===== config.mk =====
export PLATFORM = sky130hd
export DESIGN_NAME = delayed_task_ready_table
export DESIGN_NICKNAME = d
export VERILOG_FILES = /design/src/rtl/core/dtrt_pkg.sv /design/src/rtl/core/delayed_task_ready_table.sv
export SDC_FILE = /design/constraint.sdc
export NUM_CORES = 1
export LEC_CHECK = 0
export BUFFER_PORTS_ARGS = -buffer_cell sky130_fd_sc_hd__buf_4
export CAP_MARGIN = 20
export CELL_PAD_IN_SITES_DETAIL_PLACEMENT = 0
export CELL_PAD_IN_SITES_GLOBAL_PLACEMENT = 1
export CORE_UTILIZATION = 49
export CTS_CLUSTER_DIAMETER = 150
export DETAILED_ROUTE_END_ITERATION = 8
export PLACE_DENSITY = 0.77
export SYNTH_ARGS = -nofsm -noshare
export SYNTH_HDL_FRONTEND = slang
export SYNTH_SLANG_ARGS = --single-unit

===== constraint.sdc =====
create_clock -name i_clk -period 3 [get_ports i_clk]
set_clock_uncertainty 0.1 [all_clocks]
set_input_delay 0.15 -clock i_clk [delete_from_list [all_inputs] [get_ports i_clk]]
set_output_delay 0.15 -clock i_clk [all_outputs]
set_load 0.03 [all_outputs]

===== src/rtl/core/dtrt_pkg.sv =====
// ----------------------------------------------------------------------------
// dtrt_pkg
// Shared types and constants for the delayed task ready table.
// ----------------------------------------------------------------------------
package dtrt_pkg;

    // Field widths of the transfer payloads
    localparam int FUNC_W  = 2;
    localparam int SLOT_W  = 4;
    localparam int DELAY_W = 16;
    localparam int ID_W    = 4;

    // Default table size
    localparam int DEF_NUM_TASKS = 16;

    // Operation codes
    typedef enum logic [FUNC_W-1:0] {
        FUNC_QUEUE    = 2'd0,
        FUNC_UNQUEUE  = 2'd1,
        FUNC_TICK     = 2'd2,
        FUNC_DISPATCH = 2'd3
    } t_func;

    // Sequencer states
    typedef enum logic [1:0] {
        ST_IDLE,
        ST_SWEEP,
        ST_FINAL
    } t_state;

endpackage


===== src/rtl/core/delayed_task_ready_table.sv =====
// ----------------------------------------------------------------------------
// delayed_task_ready_table
// Task slot table with per-slot active flag and tick delay counter.
// ----------------------------------------------------------------------------
// A queue or unqueue is taken in the idle state and returns one acknowledge
// result. A tick or a dispatch sweeps the delay memory one slot per cycle,
// with a dispatch sweep held while the output is stalled, through its single
// read and single write port. It holds the input stalled through the sweep
// and until its final result is loaded into the output register. A dispatch
// returns one result per ready slot in ascending slot order, last marked on
// the final one, or a single result with ready clear if no slot is ready.
// Active flags sit in flip-flops and clear at reset; the delay memory needs no
// clearing because a slot only becomes active through a queue that writes it.
// ----------------------------------------------------------------------------
module delayed_task_ready_table #(
    parameter int NUM_TASKS = dtrt_pkg::DEF_NUM_TASKS
) (
    input  logic                         i_clk,
    input  logic                         i_rst_n,
    // Input channel
    input  logic                         i_valid,
    output logic                         o_stall,
    input  logic [dtrt_pkg::FUNC_W-1:0]  i_func,
    input  logic [dtrt_pkg::SLOT_W-1:0]  i_slot,
    input  logic [dtrt_pkg::DELAY_W-1:0] i_start_delay,
    // Output channel
    output logic                         o_valid,
    input  logic                         i_stall,
    output logic [dtrt_pkg::ID_W-1:0]    o_ready_id,
    output logic                         o_ready_res,
    output logic                         o_last
);
    import dtrt_pkg::*;

    localparam int IDX_W = (NUM_TASKS > 1) ? $clog2(NUM_TASKS) : 1;
    localparam int CNT_W = $clog2(NUM_TASKS + 1);
    localparam logic [CNT_W-1:0] END_CNT = CNT_W'(NUM_TASKS);

    // Delay counter memory
    logic [DELAY_W-1:0] mem [NUM_TASKS];

    t_state               r_state, n_state;
    t_func                r_op;
    logic [NUM_TASKS-1:0] r_active;
    logic [CNT_W-1:0]     r_rd_idx;
    logic                 r_ev_vld;
    logic [IDX_W-1:0]     r_ev_idx;
    logic [DELAY_W-1:0]   r_rd_data;
    logic                 r_pend_vld;
    logic [ID_W-1:0]      r_pend_id;
    logic                 r_out_vld;
    logic [ID_W-1:0]      r_out_id;
    logic                 r_out_res;
    logic                 r_out_last;

    logic                 out_free;
    logic                 in_acc;
    t_func                in_func;
    logic                 slot_ok;
    logic [IDX_W-1:0]     slot_idx;
    logic                 advance;
    logic                 rd_more;
    logic                 sweep_done;
    logic                 ev_ready;
    logic                 mem_re;
    logic                 mem_we;
    logic [IDX_W-1:0]     mem_waddr;
    logic [DELAY_W-1:0]   mem_wdata;
    logic                 emit;
    logic [ID_W-1:0]      emit_id;
    logic                 emit_res;
    logic                 emit_last;
    logic                 pend_load;
    logic                 pend_clr;
    logic                 act_set;
    logic                 act_clr;

    // Decode the incoming item
    assign out_free   = !r_out_vld || !i_stall;
    assign o_stall    = !((r_state == ST_IDLE) && out_free);
    assign in_acc     = i_valid && !o_stall;
    assign in_func    = t_func'(i_func);
    assign slot_ok    = (32'(i_slot) < NUM_TASKS);
    assign slot_idx   = IDX_W'(i_slot);
    assign rd_more    = (r_rd_idx < END_CNT);
    assign sweep_done = !r_ev_vld && !rd_more;
    assign advance    = (r_op == FUNC_TICK) || out_free;
    assign ev_ready   = r_ev_vld && r_active[r_ev_idx] && (r_rd_data == '0);

    // Next state
    always_comb begin
        n_state = r_state;
        unique case (r_state)
            ST_IDLE: begin
                if (in_acc && (in_func == FUNC_TICK || in_func == FUNC_DISPATCH)) begin
                    n_state = ST_SWEEP;
                end
            end
            ST_SWEEP: begin
                if (sweep_done) begin
                    n_state = ST_FINAL;
                end
            end
            ST_FINAL: begin
                if (out_free) begin
                    n_state = ST_IDLE;
                end
            end
            default: n_state = ST_IDLE;
        endcase
    end

    // State outputs: memory access, result emission, flag updates
    always_comb begin
        mem_re    = 1'b0;
        mem_we    = 1'b0;
        mem_waddr = r_ev_idx;
        mem_wdata = r_rd_data - DELAY_W'(1);
        emit      = 1'b0;
        emit_id   = '0;
        emit_res  = 1'b0;
        emit_last = 1'b1;
        pend_load = 1'b0;
        pend_clr  = 1'b0;
        act_set   = 1'b0;
        act_clr   = 1'b0;
        unique case (r_state)
            ST_IDLE: begin
                if (in_acc) begin
                    unique case (in_func)
                        FUNC_QUEUE: begin
                            emit      = 1'b1;
                            act_set   = slot_ok;
                            mem_we    = slot_ok;
                            mem_waddr = slot_idx;
                            mem_wdata = i_start_delay;
                        end
                        FUNC_UNQUEUE: begin
                            emit    = 1'b1;
                            act_clr = slot_ok;
                        end
                        default: pend_clr = 1'b1;
                    endcase
                end
            end
            ST_SWEEP: begin
                if (advance) begin
                    mem_re = rd_more;
                    if (r_ev_vld && r_active[r_ev_idx]) begin
                        if (r_op == FUNC_TICK) begin
                            mem_we = (r_rd_data != '0);
                        end else if (ev_ready) begin
                            // push the previous ready slot, hold this one
                            emit      = r_pend_vld;
                            emit_id   = r_pend_id;
                            emit_res  = 1'b1;
                            emit_last = 1'b0;
                            pend_load = 1'b1;
                        end
                    end
                end
            end
            ST_FINAL: begin
                if (out_free) begin
                    emit     = 1'b1;
                    emit_id  = r_pend_vld ? r_pend_id : '0;
                    emit_res = r_pend_vld;
                    pend_clr = 1'b1;
                end
            end
            default: ;
        endcase
    end

    // Memory write and registered read
    always_ff @(posedge i_clk) begin
        if (mem_we) begin
            mem[mem_waddr] <= mem_wdata;
        end
        if (mem_re) begin
            r_rd_data <= mem[r_rd_idx[IDX_W-1:0]];
        end
    end

    // Sweep pipeline payload
    always_ff @(posedge i_clk) begin
        if (mem_re) begin
            r_ev_idx <= r_rd_idx[IDX_W-1:0];
        end
        if (pend_load) begin
            r_pend_id <= ID_W'(r_ev_idx);
        end
        if (in_acc) begin
            r_op <= in_func;
        end
        if (emit) begin
            r_out_id   <= emit_id;
            r_out_res  <= emit_res;
            r_out_last <= emit_last;
        end
    end

    // Control registers
    always_ff @(posedge i_clk) begin
        if (!i_rst_n) begin
            r_state    <= ST_IDLE;
            r_active   <= '0;
            r_rd_idx   <= '0;
            r_ev_vld   <= 1'b0;
            r_pend_vld <= 1'b0;
            r_out_vld  <= 1'b0;
        end else begin
            r_state <= n_state;
            if (act_set) begin
                r_active[slot_idx] <= 1'b1;
            end
            if (act_clr) begin
                r_active[slot_idx] <= 1'b0;
            end
            // advance the sweep counters
            if (in_acc) begin
                r_rd_idx <= '0;
                r_ev_vld <= 1'b0;
            end else if (r_state == ST_SWEEP && advance) begin
                r_ev_vld <= mem_re;
                if (mem_re) begin
                    r_rd_idx <= r_rd_idx + CNT_W'(1);
                end
            end
            if (pend_clr) begin
                r_pend_vld <= 1'b0;
            end else if (pend_load) begin
                r_pend_vld <= 1'b1;
            end
            // hold the result until its transfer
            if (emit) begin
                r_out_vld <= 1'b1;
            end else if (!i_stall) begin
                r_out_vld <= 1'b0;
            end
        end
    end

    assign o_valid     = r_out_vld;
    assign o_ready_id  = r_out_id;
    assign o_ready_res = r_out_res;
    assign o_last      = r_out_last;

endmodule


# After elaboration in Yosys (flattened, before gate mapping)
# Memories as Yosys holds them, arrays and structs flattened. A register that Yosys moved wholly into a read port is not among the register bits.
# Cells that the tools add are included.
# op_classes
add_sub_neg	2
n_lt_le_gt_ge	4
eq_ne	10
n_mux	59
n_bitwise	7
n_reduce_logical	26
# op_table
operator	count
$mux 16	6
$mux 4	9
$mux 1	33
$and 16x16->16	1
$logic_not 16->1	1
$not 16->16	1
$or 16x16->16	1
$reduce_bool 16->1	1
$sub 16x1->16 const B	1
$lt 4x5->1 const B	2
$eq 2x2->1 const B	4
$logic_and 1x1->1	8
$pmux 4 s2	1
$mux 2	3
$pmux 1 s2	3
$pmux 2 s3	1
$reduce_or 2->1	3
$add 5x1->5 const B	1
$logic_not 1->1	5
$lt 5x5->1 const B	1
$bmux 1 s4	1
$demux 1 s4	1
$eq 2x1->1 const B	2
$ge 4x1->1 const B	1
other kinds (9)	17
# totals
register_bits	42
ramBits	256
input_bits	26
output_inout_bits	8
wordCells	121
n_memories	1
# memory_table
name	words	width	read_ports	rd_ports_with_merged_regs	write_ports	line	source
mem	16	16	1	1	1	delayed_task_ready_table.sv:40	logic [DELAY_W-1:0] mem [NUM_TASKS];

# Longest topological paths before layout
# Gate-level depths: netlist of run 1.
# logic_depth
ltp_word	10
depth_mapped	8
depth_no_buf	7

# Worst setup path after synthesis of run 1
# No wires, ideal clock.
# synth_timing
path_kind	flip-flop to flip-flop
from	register r_rd_data[0], read port of mem
to	memory mem[3][0], enable pin
setup_time_ns	0.414
arrival_time_ns	2.681
required_time_ns	2.486
setup_slack_ns	-0.195
path_stages_with_launch	8
n_path_buf	0
period_less_slack_ns	3.195
cell_sequence	edfxtp_1 inv_1 ha_1 or3b_4 nor4_4 a211oi_2 nand3_1 a21boi_0
# synth_between
elab_chain_cells	7
# synth_lines
element	line	source
start, declared	delayed_task_ready_table.sv:48	logic [DELAY_W-1:0] r_rd_data;
$reduce_bool 16->1	delayed_task_ready_table.sv:151	mem_we = (r_rd_data != '0);
$mux 1	delayed_task_ready_table.sv:150	if (r_op == FUNC_TICK) begin
$mux 1	delayed_task_ready_table.sv:149	if (r_ev_vld && r_active[r_ev_idx]) begin
$mux 1	delayed_task_ready_table.sv:147	if (advance) begin
$pmux 1 s2	delayed_task_ready_table.sv:127	unique case (r_state)
$mux 1	delayed_task_ready_table.sv:177	if (mem_we) begin
$mux 1 (not written as such)	delayed_task_ready_table.sv:178	mem[mem_waddr] <= mem_wdata;
end, declared	delayed_task_ready_table.sv:40	
# Every way passes these cells.

# Worst setup path in the final report of run 1
# layout_timing
from	register r_state[0]
to	memory mem[13][8], enable pin
# layout_between
elab_chain_cells	7
word_cells_on_any_way	10
classes_between	eq/ne: 1; mux: 6; reduce/logical: 3
# layout_lines
element	line	source
start, declared	delayed_task_ready_table.sv:42	t_state r_state, n_state;
start signal, assigned	delayed_task_ready_table.sv:213	r_state <= n_state;
$logic_not 2->1	delayed_task_ready_table.sv:80, delayed_task_ready_table.sv:127	
$logic_and 1x1->1	delayed_task_ready_table.sv:80	assign o_stall = !((r_state == ST_IDLE) && out_free);
$logic_and 1x1->1	delayed_task_ready_table.sv:81	assign in_acc = i_valid && !o_stall;
$mux 1	delayed_task_ready_table.sv:129	if (in_acc) begin
$pmux 1 s2	delayed_task_ready_table.sv:127	
$mux 1	delayed_task_ready_table.sv:177	
$mux 1 (not written as such)	delayed_task_ready_table.sv:178	
# Parallel ways exist; a longest one is shown, timed or not.

==> results of run 1 <==
cells by family after synthesis:
| group | share of synthesized area |
|---|---|
| mux | 0.1343 |
| simple gates | 0.06158 |
| compound gates | 0.05945 |
| flops | 0.7118 |
| xor+xnor | 0.01020 |
| buf+inv | 0.01680 |
| fa+ha+maj | 0.005828 |
cell usage after synthesis (3+ instances only):
| cell type | number |
|---|---|
| or3_1 | 8 |
| edfxtp_1 | 288 |
| nand2b_1 | 6 |
| o22ai_1 | 3 |
| nor3b_1 | 6 |
| a21oi_1 | 34 |
| mux2_2 | 5 |
| ha_1 | 6 |
| buf_2 | 10 |
| a31oi_1 | 8 |
| inv_1 | 12 |
| xnor2_1 | 7 |
| nand2_1 | 36 |
| mux2i_1 | 18 |
| a211oi_1 | 17 |
| nor2_1 | 39 |
| dfxtp_1 | 26 |
| xor2_1 | 8 |
| nand3_1 | 4 |
| nor3_1 | 7 |
| mux4_2 | 64 |
| clkbuf_1 | 20 |
| nor2b_1 | 20 |
| a41oi_2 | 3 |
| o21ai_0 | 27 |
timing repair:
item / CTS / global route
gates resized for setup: 9 / 1
endpoints found under the setup margin: 140 / 199
hold buffers: 9 / 0
hold endpoints to repair: 23 / 0
cloned: 0 / 0
metal layers:
layer	vias up	wire length, microns
met5	-	0
li1	3122	-
met3	50	2554
met4	0	786
met1	3662	12800
met2	349	13590
worst max-delay path: cells and delay by family (launching register included):
family | cells | cell delay [ps]
and+or+nand+nor | 4 | 1830
AOI/OAI and AO/OA | 1 | 150
buffers and inverters | 1 | 70
adders and majority gates | 1 | 260
DFF | 1 | 310
area by class of cell:
class / count / area, sq um / area share
flip-flops and latches: 314 / 9175 / 0.6079
multi-input cells: 370 / 3598 / 0.2384
clock buffers: 44 / 919.6 / 0.06094
repair buffers: 96 / 793.3 / 0.05256
well taps: 330 / 412.9 / 0.02736
clock inverters: 16 / 147.6 / 0.009783
inverters: 12 / 45.04 / 0.002985
layout by cell type (no fill, tap or decap), drive strengths merged, types with 5 or more instances in the layout:
cell         count
nor3             9
o21ai           27
buf             87
clkinv          13
a211oi          19
ha               6
inv             13
a31oi            8
a41oi            5
nor2            39
or3              8
nor3b            6
xor2             8
mux2i           18
nand2b           6
dfxtp           26
edfxtp         288
a21oi           34
mux2             5
clkbuf          44
xnor2            7
mux4            66
nor2b           20
nand2           36
dlygate4sd3      9
worst paths after layout:
kind | from | end | slack (ps) | cells after the start
hold reg to reg | r_active[14] | r_active[14] | 380 | 2
setup / recovery | r_state[0] | mem[13][8] | -120 | 7
hold / removal | i_slot[0] | r_active[8] | 30 | 5
setup reg to reg | r_state[0] | mem[13][8] | -120 | 7
sequential cells by signal, indices dropped and copies added, names as in the netlist:
register,count
r_rd_idx,5
r_pend_id,4
r_rd_data,16
o_ready_res,1
o_valid,1
r_ev_idx,4
r_ev_vld,1
mem,256
r_pend_vld,1
r_active,16
r_op,2
o_last,1
o_ready_id,4
r_state,2
power by group through the flow:
stage	logic [mW]	registers, mW	clock network [mW]
5_1_grt	1.04	5.06	4.22
2_1_floorplan	0.523	5.13	0
3_3_place_gp	0.919	5.14	0
3_5_place_dp	0.953	5.15	0
6_report	0.974	5.06	3.99
4_1_cts	0.971	5.06	4.05
==> flow_summary.json, run 1 <==
{
  "outcome": "complete, but fails checks",
  "violations": "setup timing",
  "rsz0062_at_grt": "yes",
  "dp.cells": 1113,
  "tns_ps": -6248,
  "leakage_nw": 4.755,
  "p_int_mw": 7.705,
  "pwr-share-seq": 0.504,
  "wl_per_cell_microns": 25.16,
  "hpwlAfterDp_microns": 19780,
  "yosysSeqAreaShare": 0.7118,
  "final_layout_size_suffix_gt1_frac": 0.2864,
  "grt_use_met2": 0.3429,
  "drt_iter0_drc": 705,
  "p_total_mw": 10.02,
  "antenna_found_initial": 0,
  "path_clk_slew_ps": 60,
  "dp_slack_ps": -75.98,
  "combPwrFrac": 0.097,
  "busiest_layer": "met1",
  "period_needed_ps": 3120,
  "yosys-top-cells-area": "edfxtp_1, mux4_2, dfxtp_1",
  "place_area_sq_mm": 0.01389,
  "overflow": 0,
  "design_area_sq_mm": 0.01509,
  "worst-setup-path-type": "flop to flop",
  "met3_usage": 0.03636,
  "clockPowerShare": 0.398,
  "dieArea_sq_mm": 0.02694,
  "fp.dieH_microns": 164.1,
  "holdWs_ps": 28.20,
  "core_sq_mm": 0.02547,
  "ir_drop_mv": 0.5634,
  "grt_pass1_vias": 7125,
  "n_antenna_cell": 0,
  "h-tree-depth": 2,
  "rows": 58,
  "synthArstFlopShare": 0,
  "synth_top_area_frac": 0.6714,
  "fill_cells": 1851,
  "crit_chain": "inv_1, ha_1, nand3b_1, or3_1, nor2_1, a41oi_2, nor2_2",
  "grt_pass1_wl_microns": 44480,
  "synth_edf_count": 288,
  "period_share": 1.040,
  "final_hold_viol_count": 0,
  "viasPerCell": 6.077,
  "io_pins": 34,
  "syn_area_sq_mm": 0.01288,
  "ys_ff_latch": 314,
  "use_met1": 0.3453,
  "p_sw_frac": 0.2314,
  "clock_latency_ps": 520,
  "ys_warn_count": 0,
  "fin_util": 0.5925,
  "worst_hold_path_type": "input port to flop",
  "antenna_left": 0,
  "powerDensity_mw_per_mm2": 664.2,
  "drt-pass1-iter-count": 5,
  "finalNonFillerCells": 1182,
  "cp_max_fo": 16,
  "crit_path_start_kind": "flop",
  "maxSlewHeadroom": 0.3520,
  "required_ps": 3030,
  "tightest_slew_ps": 970.7,
  "drv_cap": 0,
  "clk_path_buf_depth": 3,
  "wl_microns": 29740,
  "layout_setup_ws_ps": -119.8,
  "synth_ff_type": "edfxtp_1",
  "setup_violations": 80,
  "maxSlewViolCount": 0,
  "gp_congestion": 0.8969,
  "netSwitchingPower_mw": 2.320,
  "syn_inst": 732,
  "fmax_mhz": 320.5,
  "grt_usage": 0.2301,
  "grt_max_degree": 69,
  "synthToLayoutAreaGrowth_pct": 17.16,
  "drc": 0,
  "ys_types": 62,
  "cp-end-kind": "flop",
  "cts_buffers": 34,
  "portBuffers": 33,
  "synth_area_per_cell_sq_um": 17.60,
  "ctsRootBufferMaster": "clkbuf_16",
  "fin_nets": 860,
  "start_util": 0.5057,
  "cts_tree": "done",
  "worstPathArrival_ps": 3150,
  "yosysTopAreaCell": "edfxtp_1",
  "vias": 7183,
  "postSynthNetCount": 764,
  "die_w_microns": 164.1,
  "max_stage_delay_ps": 810,
  "post_cts_buffers": 0,
  "clock-sinks": 314,
  "slowest_stage": "nor2_2"
}
No activity file was read; power rests on OpenSTA's default activity.
==> inputs of run 2 (changes only) <==
--- a/config.mk
+++ b/config.mk
@@ -12,7 +12,8 @@
 export CORE_UTILIZATION = 49
 export CTS_CLUSTER_DIAMETER = 150
 export DETAILED_ROUTE_END_ITERATION = 8
-export PLACE_DENSITY = 0.77
+export PLACE_DENSITY = 0.78
+export REMOVE_ABC_BUFFERS = 1
 export SYNTH_ARGS = -nofsm -noshare
 export SYNTH_HDL_FRONTEND = slang
 export SYNTH_SLANG_ARGS = --single-unit
==> flow_summary.json, run 2 (synthesis results as in run 1) <==
{
  "regToRegStartpoint": "r_state[1]",
  "cp-end-kind": "flop",
  "rows": 58,
  "crit_path_start_kind": "flop",
  "n_antenna_cell": 0,
  "maxSlewViolCount": 0,
  "busiest_layer": "met2",
  "final_layout_size_suffix_gt1_frac": 0.2991,
  "drc": 0,
  "grt_pass1_wl_microns": 44640,
  "antenna_found_initial": 0,
  "grt_use_met2": 0.3884,
  "tightest_slew_ps": 952.7,
  "antenna_left": 0,
  "timing.rr.end": "mem[8][5]",
  "r2r_setup_slack_ps": -130,
  "wl_per_cell_microns": 25.12,
  "hold_start": "i_start_delay[1]",
  "finalNonFillerCells": 1196,
  "clock_latency_ps": 550,
  "violations": "setup timing",
  "dp.cells": 1121,
  "powerDensity_mw_per_mm2": 643.0,
  "fin_util": 0.6006,
  "maxSlewHeadroom": 0.3642,
  "overflow": 0,
  "synthToLayoutAreaGrowth_pct": 18.76,
  "cp_max_fo": 16,
  "portBuffers": 33,
  "dp_slack_ps": -138.5,
  "drt_iter0_drc": 809,
  "fin_nets": 876,
  "h-tree-depth": 1,
  "met3_usage": 0.02576,
  "reg.largest.list": "mem x256, r_active x16, r_rd_data x16",
  "worst_hold_path_type": "input port to flop",
  "leakage_nw": 4.830,
  "largest_reg_flops": 256,
  "die_w_microns": 164.1,
  "ir_drop_mv": 0.4778,
  "rsz0062_at_grt": "yes",
  "clock-sinks": 314,
  "vias": 7267,
  "core_sq_mm": 0.02547,
  "hpwlAfterDp_microns": 20400,
  "worstPathArrival_ps": 3190,
  "wl_microns": 30040,
  "cts_buffers": 31,
  "period_needed_ps": 3132,
  "r2r.worst_path.cells": 8,
  "io_pins": 34,
  "drt-pass1-iter-count": 5,
  "final_cell_mix": "edfxtp_1, buf_4, mux4_2",
  "fill_cells": 1819,
  "drv_cap": 0,
  "viasPerCell": 6.076,
  "final_common_cell": "edfxtp_1",
  "regMostFlops": "mem",
  "outcome": "complete, but fails checks",
  "period_share": 1.044,
  "grt_pass1_vias": 7166,
  "cts_tree": "done",
  "grt_usage": 0.2293,
  "holdPathEnd": "mem[0][1]",
  "worstHoldPathCells": 3,
  "final_hold_viol_count": 0,
  "path_clk_slew_ps": 60,
  "ctsRootBufferMaster": "clkbuf_16",
  "ff_latch_area_sq_mm": 0.009175,
  "gp_congestion": 0.8704,
  "required_ps": 3060,
  "use_met1": 0.3187,
  "startpoint": "r_state[1]",
  "layout_setup_ws_ps": -132.0,
  "fp.dieH_microns": 164.1,
  "multi_input_area_sq_mm": 0.003618,
  "fmax_mhz": 319.3,
  "dieArea_sq_mm": 0.02694,
  "holdWs_ps": 2.306,
  "grt_max_degree": 40,
  "clk_path_buf_depth": 3,
  "worst-setup-path-type": "flop to flop",
  "setup_violations": 48,
  "start_util": 0.5057
}
run 2: changes by cell type in the layout (fill, tap and decap cells not counted), moves of 2 or more:
cell           before  now
buf_12              4   12
buf_4              83   91
bufinv_16           2    4
clkbuf_1            8    3
clkbuf_16          35   31
clkinv_4            0    2
clkinv_8            2    0
clkinvlp_4          0    4
dlygate4sd3_1       9   12
run 2: critical path, stage by stage (launching register included):
cell	delay, ps
dfxtp_1	330
inv_1	100
ha_1	170
nand3b_1	240
or3_1	480
buf_4	190
nor3_2	190
a41oi_2	130
nor2_2	800
run 2: worst max-delay path by stage:
| stage | to | depth (start not counted) |
|---|---|---|
| finish | mem[8][5] | 8 |
| global placement | mem[8][9] | 8 |
| CTS | mem[12][14] | 8 |
| detailed placement | mem[12][11] | 8 |
| global route | mem[0][6] | 8 |
| floorplan | r_rd_data[0] | 4 |
run 2: what timing repair did:
action                                 CTS  global route
endpoints found under the hold margin   23             0
setup endpoints to repair              224           198
buffers inserted                         0             8
pin swaps                                0             7
gates resized for setup                  8             4
hold buffers                            12             0
run 2: power breakdown:
part	internal, mW	switching [mW]	leakage (nW)
sequential	4.99	0.0620	2.81
combinational	0.383	0.598	1.54
clock	2.23	1.58	0.480
run 2: per-stage QoR:
step	total power, mW	area [sq um]	setup TNS (ps)
3_5_place_dp	6.096	13950	-15290
2_1_floorplan	5.647	12710	-271350
5_1_grt	10.11	15300	-12870
3_3_place_gp	6.066	13940	0
6_report	9.836	15300	-4738
4_1_cts	9.876	15110	-10940
run 2: area by class of cell:
type | instances | area share
Sequential cell | 314 | 0.5998
Timing Repair Buffer | 115 | 0.06822
Inverter | 12 | 0.002945
Tap cell | 330 | 0.02699
Clock buffer | 34 | 0.05145
Clock inverter | 21 | 0.01407
Multi-Input combinational cell | 370 | 0.2365
run 2: metal layers:
metal	vias to the layer above	routed length (microns)
met5	-	0
met4	0	755
met3	48	2175
met2	326	14940
met1	3728	12170
li1	3165	-
